--- config.mk ---
export PLATFORM = sky130hd
export DESIGN_NAME = http_response_chunked_decoder_core
export DESIGN_NICKNAME = d
export VERILOG_FILES = /design/src/design/hrcd_pkg.sv /design/src/design/hrcd_head.sv /design/src/design/hrcd_chunk.sv /design/src/design/http_response_chunked_decoder_core.sv
export SDC_FILE = /design/constraint.sdc
export NUM_CORES = 1
export LEC_CHECK = 0
export BUFFER_PORTS_ARGS = -buffer_cell sky130_fd_sc_hd__buf_2
export CAP_MARGIN = 20
export CORE_ASPECT_RATIO = 1.25
export CORE_MARGIN = 1
export CORE_UTILIZATION = 60
export CTS_CLUSTER_DIAMETER = 200
export DETAILED_ROUTE_END_ITERATION = 7
export GPL_ROUTABILITY_DRIVEN = 0
export PLACE_DENSITY = 0.9
export SETUP_SLACK_MARGIN = 0.2
export SYNTH_ARGS = -nofsm -noshare
export SYNTH_HDL_FRONTEND = slang
export SYNTH_SLANG_ARGS = --single-unit
--- constraint.sdc ---
create_clock -name clk -period 6.85 [get_ports clk]
set_input_delay 0.3425 -clock clk [delete_from_list [all_inputs] [get_ports clk]]
set_output_delay 0.3425 -clock clk [all_outputs]
set_load 0.01 [all_outputs]
--- src/design/hrcd_pkg.sv ---
// hrcd_pkg: shared types and byte constants for the chunked response decoder
// no dependencies; used by hrcd_head, hrcd_chunk and the top level by scoped names
package hrcd_pkg;

    localparam logic [7:0] CHAR_CR    = 8'h0D;
    localparam logic [7:0] CHAR_LF    = 8'h0A;
    localparam logic [7:0] CHAR_SPACE = 8'h20;
    localparam logic [7:0] CHAR_PLUS  = 8'h2B;
    localparam logic [7:0] CHAR_MINUS = 8'h2D;
    localparam logic [7:0] CHAR_ZERO  = 8'h30;

    localparam int STATUS_W = 11;

    // commands to the header parser for one byte
    typedef struct packed {
        logic clear;
        logic step;
    } head_cmd_t;

    // header parser status toward the phase control
    typedef struct packed {
        logic                boundary_hit;
        logic                chunked_seen;
        logic [STATUS_W-1:0] status_code;
    } head_stat_t;

    // commands to the chunk size and length unit for one byte
    typedef struct packed {
        logic clear;
        logic begin_line;
        logic size_byte;
        logic data_byte;
        logic skip_byte;
    } chunk_cmd_t;

    // chunk unit status toward the phase control
    typedef struct packed {
        logic size_line_done;
        logic size_zero;
        logic data_last;
        logic skip_end;
    } chunk_stat_t;

    // whitespace as the C library sees it: space, tab, lf, vt, ff, cr
    function automatic logic is_ws(input logic [7:0] c);
        return (c == CHAR_SPACE) || ((c >= 8'h09) && (c <= 8'h0D));
    endfunction

endpackage

--- src/design/hrcd_head.sv ---
// hrcd_head: status line parser, header pattern search and header boundary detector
// depends on hrcd_pkg
module hrcd_head
(
    input  logic                 clk,
    input  logic                 rst_n,
    input  hrcd_pkg::head_cmd_t  cmd,
    input  logic [7:0]           data,
    output hrcd_pkg::head_stat_t stat
);

    // status field states
    localparam logic [2:0] SF_WAIT  = 3'd0;
    localparam logic [2:0] SF_LEAD  = 3'd1;
    localparam logic [2:0] SF_SIGN  = 3'd2;
    localparam logic [2:0] SF_DIGIT = 3'd3;
    localparam logic [2:0] SF_END   = 3'd4;

    localparam logic [4:0] PATTERN_LAST = 5'd25;

    // lower-case text of "transfer-encoding: chunked"
    function automatic logic [7:0] pattern_char(input logic [4:0] idx);
        logic [7:0] ch;
        case (idx)
            5'd0:    ch = 8'h74;
            5'd1:    ch = 8'h72;
            5'd2:    ch = 8'h61;
            5'd3:    ch = 8'h6E;
            5'd4:    ch = 8'h73;
            5'd5:    ch = 8'h66;
            5'd6:    ch = 8'h65;
            5'd7:    ch = 8'h72;
            5'd8:    ch = 8'h2D;
            5'd9:    ch = 8'h65;
            5'd10:   ch = 8'h6E;
            5'd11:   ch = 8'h63;
            5'd12:   ch = 8'h6F;
            5'd13:   ch = 8'h64;
            5'd14:   ch = 8'h69;
            5'd15:   ch = 8'h6E;
            5'd16:   ch = 8'h67;
            5'd17:   ch = 8'h3A;
            5'd18:   ch = 8'h20;
            5'd19:   ch = 8'h63;
            5'd20:   ch = 8'h68;
            5'd21:   ch = 8'h75;
            5'd22:   ch = 8'h6E;
            5'd23:   ch = 8'h6B;
            5'd24:   ch = 8'h65;
            5'd25:   ch = 8'h64;
            default: ch = 8'h00;
        endcase
        return ch;
    endfunction

    logic       line_done_reg, line_done_next;
    logic       cr_reg, cr_next;
    logic [2:0] field_reg, field_next;
    logic [9:0] value_reg, value_next;
    logic       neg_reg, neg_next;
    logic [4:0] match_reg, match_next;
    logic       chunked_reg, chunked_next;
    logic [1:0] bound_reg, bound_next;

    logic [7:0]  lc;
    logic        is_digit;
    logic [13:0] prod;
    logic [9:0]  value_sat;

    // byte classification and saturating decimal accumulate
    always_comb
    begin
        lc        = ((data >= 8'h41) && (data <= 8'h5A)) ? (data + 8'd32) : data;
        is_digit  = (data >= 8'h30) && (data <= 8'h39);
        prod      = ({4'd0, value_reg} * 14'd10) + {10'd0, data[3:0]};
        value_sat = (prod > 14'd999) ? 10'd999 : prod[9:0];
    end

    // next state for one header byte
    always_comb
    begin
        line_done_next = line_done_reg;
        cr_next        = cr_reg;
        field_next     = field_reg;
        value_next     = value_reg;
        neg_next       = neg_reg;
        match_next     = match_reg;
        chunked_next   = chunked_reg;
        bound_next     = bound_reg;
        if (cmd.clear)
        begin
            line_done_next = 1'b0;
            cr_next        = 1'b0;
            field_next     = SF_WAIT;
            value_next     = 10'd0;
            neg_next       = 1'b0;
            match_next     = 5'd0;
            chunked_next   = 1'b0;
            bound_next     = 2'd0;
        end
        else if (cmd.step)
        begin
            // status line
            if (!line_done_reg)
            begin
                if (cr_reg && (data == hrcd_pkg::CHAR_LF))
                begin
                    line_done_next = 1'b1;
                end
                else
                begin
                    case (field_reg)
                        SF_WAIT:
                        begin
                            if (data == hrcd_pkg::CHAR_SPACE)
                            begin
                                field_next = SF_LEAD;
                            end
                        end
                        SF_LEAD:
                        begin
                            if (data == hrcd_pkg::CHAR_SPACE)
                            begin
                                field_next = SF_END;
                            end
                            else if (hrcd_pkg::is_ws(data))
                            begin
                                field_next = SF_LEAD;
                            end
                            else if ((data == hrcd_pkg::CHAR_PLUS) ||
                                     (data == hrcd_pkg::CHAR_MINUS))
                            begin
                                neg_next   = (data == hrcd_pkg::CHAR_MINUS);
                                field_next = SF_SIGN;
                            end
                            else if (is_digit)
                            begin
                                value_next = value_sat;
                                field_next = SF_DIGIT;
                            end
                            else
                            begin
                                field_next = SF_END;
                            end
                        end
                        SF_SIGN, SF_DIGIT:
                        begin
                            if (is_digit)
                            begin
                                value_next = value_sat;
                                field_next = SF_DIGIT;
                            end
                            else
                            begin
                                field_next = SF_END;
                            end
                        end
                        default:
                        begin
                            field_next = field_reg;
                        end
                    endcase
                end
            end

            // case-insensitive pattern search
            if (!chunked_reg)
            begin
                if (lc == pattern_char(match_reg))
                begin
                    if (match_reg == PATTERN_LAST)
                    begin
                        chunked_next = 1'b1;
                        match_next   = 5'd0;
                    end
                    else
                    begin
                        match_next = match_reg + 5'd1;
                    end
                end
                else
                begin
                    match_next = (lc == pattern_char(5'd0)) ? 5'd1 : 5'd0;
                end
            end

            cr_next = (data == hrcd_pkg::CHAR_CR);

            // crlfcrlf boundary
            if ((bound_reg == 2'd3) && (data == hrcd_pkg::CHAR_LF))
            begin
                bound_next = 2'd0;
            end
            else if (data == hrcd_pkg::CHAR_CR)
            begin
                bound_next = (bound_reg == 2'd2) ? 2'd3 : 2'd1;
            end
            else if ((data == hrcd_pkg::CHAR_LF) && (bound_reg == 2'd1))
            begin
                bound_next = 2'd2;
            end
            else
            begin
                bound_next = 2'd0;
            end
        end
    end

    // state registers
    always_ff @(posedge clk or negedge rst_n)
    begin
        if (!rst_n)
        begin
            line_done_reg <= 1'b0;
            cr_reg        <= 1'b0;
            field_reg     <= SF_WAIT;
            value_reg     <= 10'd0;
            neg_reg       <= 1'b0;
            match_reg     <= 5'd0;
            chunked_reg   <= 1'b0;
            bound_reg     <= 2'd0;
        end
        else
        begin
            line_done_reg <= line_done_next;
            cr_reg        <= cr_next;
            field_reg     <= field_next;
            value_reg     <= value_next;
            neg_reg       <= neg_next;
            match_reg     <= match_next;
            chunked_reg   <= chunked_next;
            bound_reg     <= bound_next;
        end
    end

    // status toward phase control and summary
    always_comb
    begin
        stat.boundary_hit = (bound_reg == 2'd3) && (data == hrcd_pkg::CHAR_LF);
        stat.chunked_seen = chunked_reg;
        if (!line_done_reg)
        begin
            stat.status_code = {hrcd_pkg::STATUS_W{1'b1}};
        end
        else if (field_reg == SF_WAIT)
        begin
            stat.status_code = '0;
        end
        else if (neg_reg)
        begin
            stat.status_code = 11'd0 - {1'b0, value_reg};
        end
        else
        begin
            stat.status_code = {1'b0, value_reg};
        end
    end

endmodule

--- src/design/hrcd_chunk.sv ---
// hrcd_chunk: hex chunk size line parser, chunk byte counter and trailer skip
// depends on hrcd_pkg
module hrcd_chunk
#(
    parameter int CHUNK_SIZE_BITS = 32
)
(
    input  logic                  clk,
    input  logic                  rst_n,
    input  hrcd_pkg::chunk_cmd_t  cmd,
    input  logic [7:0]            data,
    output hrcd_pkg::chunk_stat_t stat
);

    // size line parse states
    localparam logic [2:0] HX_LEAD   = 3'd0;
    localparam logic [2:0] HX_SIGN   = 3'd1;
    localparam logic [2:0] HX_ZERO   = 3'd2;
    localparam logic [2:0] HX_PREFIX = 3'd3;
    localparam logic [2:0] HX_DIGIT  = 3'd4;
    localparam logic [2:0] HX_END    = 3'd5;

    localparam int W = CHUNK_SIZE_BITS;

    logic [2:0]   hex_reg, hex_next;
    logic [W-1:0] rem_reg, rem_next;
    logic [1:0]   skip_reg, skip_next;
    logic         neg_reg, neg_next;
    logic         ovf_reg, ovf_next;
    logic         cr_reg, cr_next;

    logic         hex_ok;
    logic [3:0]   hex_val;
    logic [W-1:0] size_val;
    logic [1:0]   skip_dec;

    // hex digit decode
    always_comb
    begin
        hex_ok  = 1'b1;
        hex_val = data[3:0];
        if ((data >= 8'h30) && (data <= 8'h39))
        begin
            hex_val = data[3:0];
        end
        else if (((data >= 8'h61) && (data <= 8'h66)) || ((data >= 8'h41) && (data <= 8'h46)))
        begin
            hex_val = data[3:0] + 4'd9;
        end
        else
        begin
            hex_ok = 1'b0;
        end
    end

    // final size of the line and trailer countdown
    always_comb
    begin
        if (ovf_reg)
        begin
            size_val = '1;
        end
        else if (neg_reg)
        begin
            size_val = '0 - rem_reg;
        end
        else
        begin
            size_val = rem_reg;
        end
        skip_dec = (skip_reg != 2'd0) ? (skip_reg - 2'd1) : 2'd0;
    end

    // next state for one byte
    always_comb
    begin
        hex_next  = hex_reg;
        rem_next  = rem_reg;
        skip_next = skip_reg;
        neg_next  = neg_reg;
        ovf_next  = ovf_reg;
        cr_next   = cr_reg;
        if (cmd.clear)
        begin
            hex_next  = HX_LEAD;
            rem_next  = '0;
            skip_next = 2'd0;
            neg_next  = 1'b0;
            ovf_next  = 1'b0;
            cr_next   = 1'b0;
        end
        else
        begin
            // size line byte
            if (cmd.size_byte)
            begin
                if (stat.size_line_done)
                begin
                    rem_next = size_val;
                    hex_next = HX_LEAD;
                    neg_next = 1'b0;
                    ovf_next = 1'b0;
                    cr_next  = 1'b0;
                end
                else
                begin
                    cr_next = (data == hrcd_pkg::CHAR_CR);
                    case (hex_reg)
                        HX_LEAD, HX_SIGN, HX_ZERO, HX_PREFIX, HX_DIGIT:
                        begin
                            if ((hex_reg == HX_LEAD) && hrcd_pkg::is_ws(data))
                            begin
                                hex_next = HX_LEAD;
                            end
                            else if ((hex_reg == HX_LEAD) &&
                                     ((data == hrcd_pkg::CHAR_PLUS) ||
                                      (data == hrcd_pkg::CHAR_MINUS)))
                            begin
                                neg_next = (data == hrcd_pkg::CHAR_MINUS);
                                hex_next = HX_SIGN;
                            end
                            else if (((hex_reg == HX_LEAD) || (hex_reg == HX_SIGN)) &&
                                     (data == hrcd_pkg::CHAR_ZERO))
                            begin
                                hex_next = HX_ZERO;
                            end
                            else if ((hex_reg == HX_ZERO) &&
                                     ((data == 8'h78) || (data == 8'h58)))
                            begin
                                hex_next = HX_PREFIX;
                            end
                            else if (hex_ok)
                            begin
                                // shift in one digit unless the size already saturated
                                if (!ovf_reg)
                                begin
                                    if (|rem_reg[W-1:W-4])
                                    begin
                                        ovf_next = 1'b1;
                                    end
                                    else
                                    begin
                                        rem_next = {rem_reg[W-5:0], hex_val};
                                    end
                                end
                                hex_next = HX_DIGIT;
                            end
                            else
                            begin
                                hex_next = HX_END;
                            end
                        end
                        default:
                        begin
                            hex_next = hex_reg;
                        end
                    endcase
                end
            end

            // chunk data byte
            if (cmd.data_byte)
            begin
                rem_next = rem_reg - {{(W-1){1'b0}}, 1'b1};
                if (stat.data_last)
                begin
                    skip_next = 2'd2;
                end
            end

            // trailer byte
            if (cmd.skip_byte)
            begin
                skip_next = skip_dec;
            end

            // start of a new size line
            if (cmd.begin_line)
            begin
                hex_next = HX_LEAD;
                rem_next = '0;
                neg_next = 1'b0;
                ovf_next = 1'b0;
                cr_next  = 1'b0;
            end
        end
    end

    // state registers
    always_ff @(posedge clk or negedge rst_n)
    begin
        if (!rst_n)
        begin
            hex_reg  <= HX_LEAD;
            rem_reg  <= '0;
            skip_reg <= 2'd0;
            neg_reg  <= 1'b0;
            ovf_reg  <= 1'b0;
            cr_reg   <= 1'b0;
        end
        else
        begin
            hex_reg  <= hex_next;
            rem_reg  <= rem_next;
            skip_reg <= skip_next;
            neg_reg  <= neg_next;
            ovf_reg  <= ovf_next;
            cr_reg   <= cr_next;
        end
    end

    // status toward phase control
    always_comb
    begin
        stat.size_line_done = cr_reg && (data == hrcd_pkg::CHAR_LF);
        stat.size_zero      = !ovf_reg && (rem_reg == '0);
        stat.data_last      = (rem_reg == {{(W-1){1'b0}}, 1'b1});
        stat.skip_end       = (skip_dec == 2'd0);
    end

endmodule

--- src/design/http_response_chunked_decoder_core.sv ---
// http_response_chunked_decoder_core: top level, input register, phase control, result register
// depends on hrcd_pkg, hrcd_head and hrcd_chunk
//
//  channel | dir | tdata                      | tuser         | tlast
//  s_*     | in  | [7:0] data_byte            | [0] operation | -
//  m_*     | out | body_byte, status_code,    | -             | result_kind
//          |     | is_chunked, headers_compl, |               |
//          |     | chunk_truncated            |               |
//
// one transfer per cycle in each direction while the output is not stalled: an accepted item is
// decoded from the input register and its result, if any, is written to the output register
// the per-byte phase update (header parser, hex size accumulator, chunk counter) sets the rate
// rst_n clears all parser state; an end-of-response item also returns the parser to reset
// an item waits in the input register while the output register holds a result not yet taken
module http_response_chunked_decoder_core
#(
    parameter int CHUNK_SIZE_BITS = 32
)
(
    input  logic        clk,
    input  logic        rst_n,
    input  logic        s_tvalid,
    output logic        s_tready,
    input  logic [7:0]  s_tdata,   // [7:0] data_byte
    input  logic        s_tuser,   // [0] operation
    output logic        m_tvalid,
    input  logic        m_tready,
    output logic [23:0] m_tdata,   // [7:0] body_byte, [18:8] status_code, [19] is_chunked,
                                   // [20] headers_complete, [21] chunk_truncated, [23:22] zero
    output logic        m_tlast    // result_kind
);

    // decode phases
    localparam logic [2:0] PH_HEAD  = 3'd0;
    localparam logic [2:0] PH_PLAIN = 3'd1;
    localparam logic [2:0] PH_SIZE  = 3'd2;
    localparam logic [2:0] PH_DATA  = 3'd3;
    localparam logic [2:0] PH_SKIP  = 3'd4;
    localparam logic [2:0] PH_DONE  = 3'd5;

    logic       in_valid_reg;
    logic       in_op_reg;
    logic [7:0] in_byte_reg;

    logic [2:0] phase_reg, phase_next;

    logic                          out_valid_reg;
    logic                          out_kind_reg, out_kind_next;
    logic [7:0]                    out_byte_reg, out_byte_next;
    logic [hrcd_pkg::STATUS_W-1:0] out_code_reg, out_code_next;
    logic                          out_chunked_reg, out_chunked_next;
    logic                          out_hdr_reg, out_hdr_next;
    logic                          out_trunc_reg, out_trunc_next;

    logic advance;
    logic produce;

    hrcd_pkg::head_cmd_t   head_cmd;
    hrcd_pkg::head_stat_t  head_stat;
    hrcd_pkg::chunk_cmd_t  chunk_cmd;
    hrcd_pkg::chunk_stat_t chunk_stat;

    // handshake: the held item moves on when the output register is free or draining
    assign advance  = in_valid_reg && (!out_valid_reg || m_tready);
    assign s_tready = !in_valid_reg || advance;

    // input register
    always_ff @(posedge clk or negedge rst_n)
    begin
        if (!rst_n)
        begin
            in_valid_reg <= 1'b0;
        end
        else if (s_tready)
        begin
            in_valid_reg <= s_tvalid;
        end
    end

    always_ff @(posedge clk)
    begin
        if (s_tready && s_tvalid)
        begin
            in_op_reg   <= s_tuser;
            in_byte_reg <= s_tdata;
        end
    end

    hrcd_head u_head
    (
        .clk   (clk),
        .rst_n (rst_n),
        .cmd   (head_cmd),
        .data  (in_byte_reg),
        .stat  (head_stat)
    );

    hrcd_chunk
    #(
        .CHUNK_SIZE_BITS (CHUNK_SIZE_BITS)
    )
    u_chunk
    (
        .clk   (clk),
        .rst_n (rst_n),
        .cmd   (chunk_cmd),
        .data  (in_byte_reg),
        .stat  (chunk_stat)
    );

    // phase control and result selection
    always_comb
    begin
        phase_next       = phase_reg;
        produce          = 1'b0;
        head_cmd         = '0;
        chunk_cmd        = '0;
        out_kind_next    = 1'b0;
        out_byte_next    = 8'd0;
        out_code_next    = '0;
        out_chunked_next = 1'b0;
        out_hdr_next     = 1'b0;
        out_trunc_next   = 1'b0;
        if (advance)
        begin
            if (in_op_reg)
            begin
                // end of response: summary, then back to reset state
                produce          = 1'b1;
                out_kind_next    = 1'b1;
                out_code_next    = head_stat.status_code;
                out_hdr_next     = (phase_reg != PH_HEAD);
                out_chunked_next = (phase_reg != PH_HEAD) && head_stat.chunked_seen;
                out_trunc_next   = (phase_reg == PH_DATA);
                head_cmd.clear   = 1'b1;
                chunk_cmd.clear  = 1'b1;
                phase_next       = PH_HEAD;
            end
            else
            begin
                case (phase_reg)
                    PH_HEAD:
                    begin
                        head_cmd.step = 1'b1;
                        if (head_stat.boundary_hit)
                        begin
                            if (head_stat.chunked_seen)
                            begin
                                chunk_cmd.begin_line = 1'b1;
                                phase_next           = PH_SIZE;
                            end
                            else
                            begin
                                phase_next = PH_PLAIN;
                            end
                        end
                    end
                    PH_PLAIN:
                    begin
                        produce       = 1'b1;
                        out_byte_next = in_byte_reg;
                    end
                    PH_SIZE:
                    begin
                        chunk_cmd.size_byte = 1'b1;
                        if (chunk_stat.size_line_done)
                        begin
                            phase_next = chunk_stat.size_zero ? PH_DONE : PH_DATA;
                        end
                    end
                    PH_DATA:
                    begin
                        produce             = 1'b1;
                        out_byte_next       = in_byte_reg;
                        chunk_cmd.data_byte = 1'b1;
                        if (chunk_stat.data_last)
                        begin
                            phase_next = PH_SKIP;
                        end
                    end
                    PH_SKIP:
                    begin
                        chunk_cmd.skip_byte = 1'b1;
                        if (chunk_stat.skip_end)
                        begin
                            chunk_cmd.begin_line = 1'b1;
                            phase_next           = PH_SIZE;
                        end
                    end
                    default:
                    begin
                        phase_next = phase_reg;
                    end
                endcase
            end
        end
    end

    // phase register
    always_ff @(posedge clk or negedge rst_n)
    begin
        if (!rst_n)
        begin
            phase_reg <= PH_HEAD;
        end
        else
        begin
            phase_reg <= phase_next;
        end
    end

    // output register
    always_ff @(posedge clk or negedge rst_n)
    begin
        if (!rst_n)
        begin
            out_valid_reg <= 1'b0;
        end
        else if (advance && produce)
        begin
            out_valid_reg <= 1'b1;
        end
        else if (m_tready)
        begin
            out_valid_reg <= 1'b0;
        end
    end

    always_ff @(posedge clk)
    begin
        if (advance && produce)
        begin
            out_kind_reg    <= out_kind_next;
            out_byte_reg    <= out_byte_next;
            out_code_reg    <= out_code_next;
            out_chunked_reg <= out_chunked_next;
            out_hdr_reg     <= out_hdr_next;
            out_trunc_reg   <= out_trunc_next;
        end
    end

    assign m_tvalid = out_valid_reg;
    assign m_tlast  = out_kind_reg;
    assign m_tdata  = {2'b00, out_trunc_reg, out_hdr_reg, out_chunked_reg,
                       out_code_reg, out_byte_reg};

endmodule
==> results.toml <==
[sta]
fin_worst_skew_ns = 0.0116
period_share_pct = 52.7
finalSetupTns_ns = 0
slew_headroom_pct = 38.4
hold_viol = 0
worst_pin_slew_ns = 0.924
max_freq_ghz = 0.277
slew_viol_final = 0
rsz0062_at_grt = "false"
finalSetupViolations = 0
fin_crit_ns = 3.61

[die]
initial_utilization_pct = 62.0
rows = 45
die_w_microns = 103
boundaryPins = 40
die-area_sq_mm = 0.0131
core_area_sq_mm = 0.0123
die_h_microns = 128

[clocking]
root_buffer = "clkbuf_16"
cts_htree_levels = 3
cts_buffer_depth = 2
holdBufCountCts = 0
cts_sinks = 101
cts_made_buffers = 9
cts_tree = "yes"
clock_latency_ns = 0.36
postCtsResizedCells = 0
post_cts_buffers = 0
clk_pin_slew_ns = 0.07

[power_and_ir_drop]
sw_frac_of_total_pct = 40.1
clkPwrFrac_pct = 22.8
p_switching_mw = 0.865
p_int_mw = 1.29
combPwrFrac_pct = 33.6
seqPwrFrac_pct = 43.6
finalPower_mw = 2.16
power_density_mw_per_mm2 = 266
ir_drop_uv = 172
total_leakage_power_nw = 3.24

[finish]
largest_register_ffs = 32
final_common_cell = "nand2_1"
final_cell_mix = "nand2_1, o21ai_0, nor2_1"
syn_to_final_growth_pct = 6.86
nFillCells = 1006
layout-drive-gt1-share_pct = 9.52
antenna_cells = 0
nets = 960

[worst_setup_path]
path_class = "register to register"
start_kind = "register"
cp-end-kind = "register"
rrSetupSlack_ns = 3.24
worst-r2r-cell-count = 12
crit_required_ns = 7.14
worst_ep_arrival_time_ns = 3.90
critPathMaxFanout = 7

[outcome]
run_status = "finished, final reports clean"

[synth]
synth.cell_area_sq_mm = 0.00760
synth.distinct_cells = 79
ys_warn_count = 0
yosys_register_bits = 101
synth-edff-count = 32
ys.flop_type = "dfrtp_1"
async_flop_share_pct = 68.3
avgSynthCellArea_sq_um = 8.38
ys_seq_area_share_pct = 35.3
postSynthCellCount = 907

[global_routing]
grt_max_degree = 70
antenna_found_initial = 0
grt_use_total_pct = 28.5
grt_pass1_wl_microns = 29800
grt_pass1_vias = 6323
grt.overflow.total = 0

[place]
io_buffers = 37
dp_hpwl_microns = 12500

[detailed_routing]
drc = 0
wire_per_inst_microns = 16.8
avgViaCountPerCell = 6.51
dr.first_iter.drc_count = 693
ant_nets = 0
drt_pass1_iterations = 6
num_vias = 7019
routed_wl_microns = 18100

[min_path]
min_path_cells = 1
min_path_type = "primary input to register"

[run]
cap_violations = 0
[power by group through the flow]
stage               combinational [mW]  sequential, mW  clock, mW
floorplan                        0.579           0.895          0
global placement                 0.688           0.941          0
detailed placement               0.708           0.946          0
CTS                              0.714           0.935      0.496
global route                     0.815           0.965      0.520
finish                           0.725           0.941      0.493
[final timing paths]
kind / from / end
worst max-delay path: u_head.value_reg[1] / u_head.value_reg[7]
worst min-delay path: s_tdata[3] / in_byte_reg[3]
worst max register to register: u_head.value_reg[1] / u_head.value_reg[7]
worst min register to register: u_chunk.cr_reg / u_chunk.cr_reg
max in group asynchronous: rst_n / u_head.value_reg[7]
min in group asynchronous: rst_n / phase_reg[2]
[final cells by class]
type	count	area, sq um	area share [%]
Multi-Input combinational cell	729	4590	56.5
Sequential cell	101	2690	33.1
Timing Repair Buffer	45	273	3.36
Clock buffer	9	225	2.77
Tap cell	164	205	2.53
Inverter	23	86.3	1.06
Clock inverter	7	56.3	0.693
[through the flow]
stage / worst slack [ns] / utilization (%) / area [sq um] / cells / hold slack (ns)
final: 3.24 / 66.2 / 8130 / 1078 / 0.162
after global placement: 3.40 / 63.6 / 7800 / 1060 / 0.500
after global routing: 2.98 / 66.2 / 8130 / 1078 / 0.171
after floorplan: 3.63 / - / 7610 / 908 / 0.0469
after detailed placement: 3.27 / 63.6 / 7800 / 1060 / 0.505
after CTS: 3.26 / 65.9 / 8080 / 1076 / 0.161
[critical path, stage by stage (launching register included)]
cell and delay, ns:
dfrtp_1 0.48, ha_1 0.34, ha_1 0.21, inv_1 0.07, fa_1 0.52, nand2b_1 0.21, or4_1 0.56, nor3_1 0.20
xor2_1 0.23, nand4b_1 0.15, and2_1 0.18, nand3_1 0.18, o221a_2 0.22
[cell usage after synthesis, drive strengths merged, types with 7 or more instances]
cell,count,area [sq um]
nand3,26,130
nand4,7,43.8
o31ai,13,111
xnor2,25,219
xor2,13,114
inv,22,82.6
o21ai,113,566
nand2b,10,62.6
nor2,77,289
nand2,113,424
and2,11,68.8
buf,19,118
a2111oi,19,185
dfrtp,69,1730
clkbuf,36,135
o22ai,7,43.8
a211oi,10,75.1
edfxtp,32,961
nor2b,10,62.6
a21oi,64,320
or4,13,109
nor4,14,139
or3,19,119
ha,36,450
nor3,28,145
[cell families (layout without fill, tap and decap cells)]
logic type      after synthesis  count (layout)  share of synthesized area [%]
xor+xnor                     38              38                           4.38
fa+ha+maj                    38              38                           6.45
other cells                   1               2                         0.0493
simple gates                362             362                           24.8
compound gates              280             280                           23.2
buf+inv                      78              84                           4.46
mux                           9               9                           1.38
flops                       101             101                           35.3
[per-layer routing]
metal  track usage, %  part of all wire, %  wire length [microns]
met1             35.9                   41                   7400
met2             48.7                   51                   9260
met3             2.89                  5.5                    989
met4             13.3                  2.7                    488
met5                0                    0                      0
Note: power is estimated with default switching activity, not from simulation.
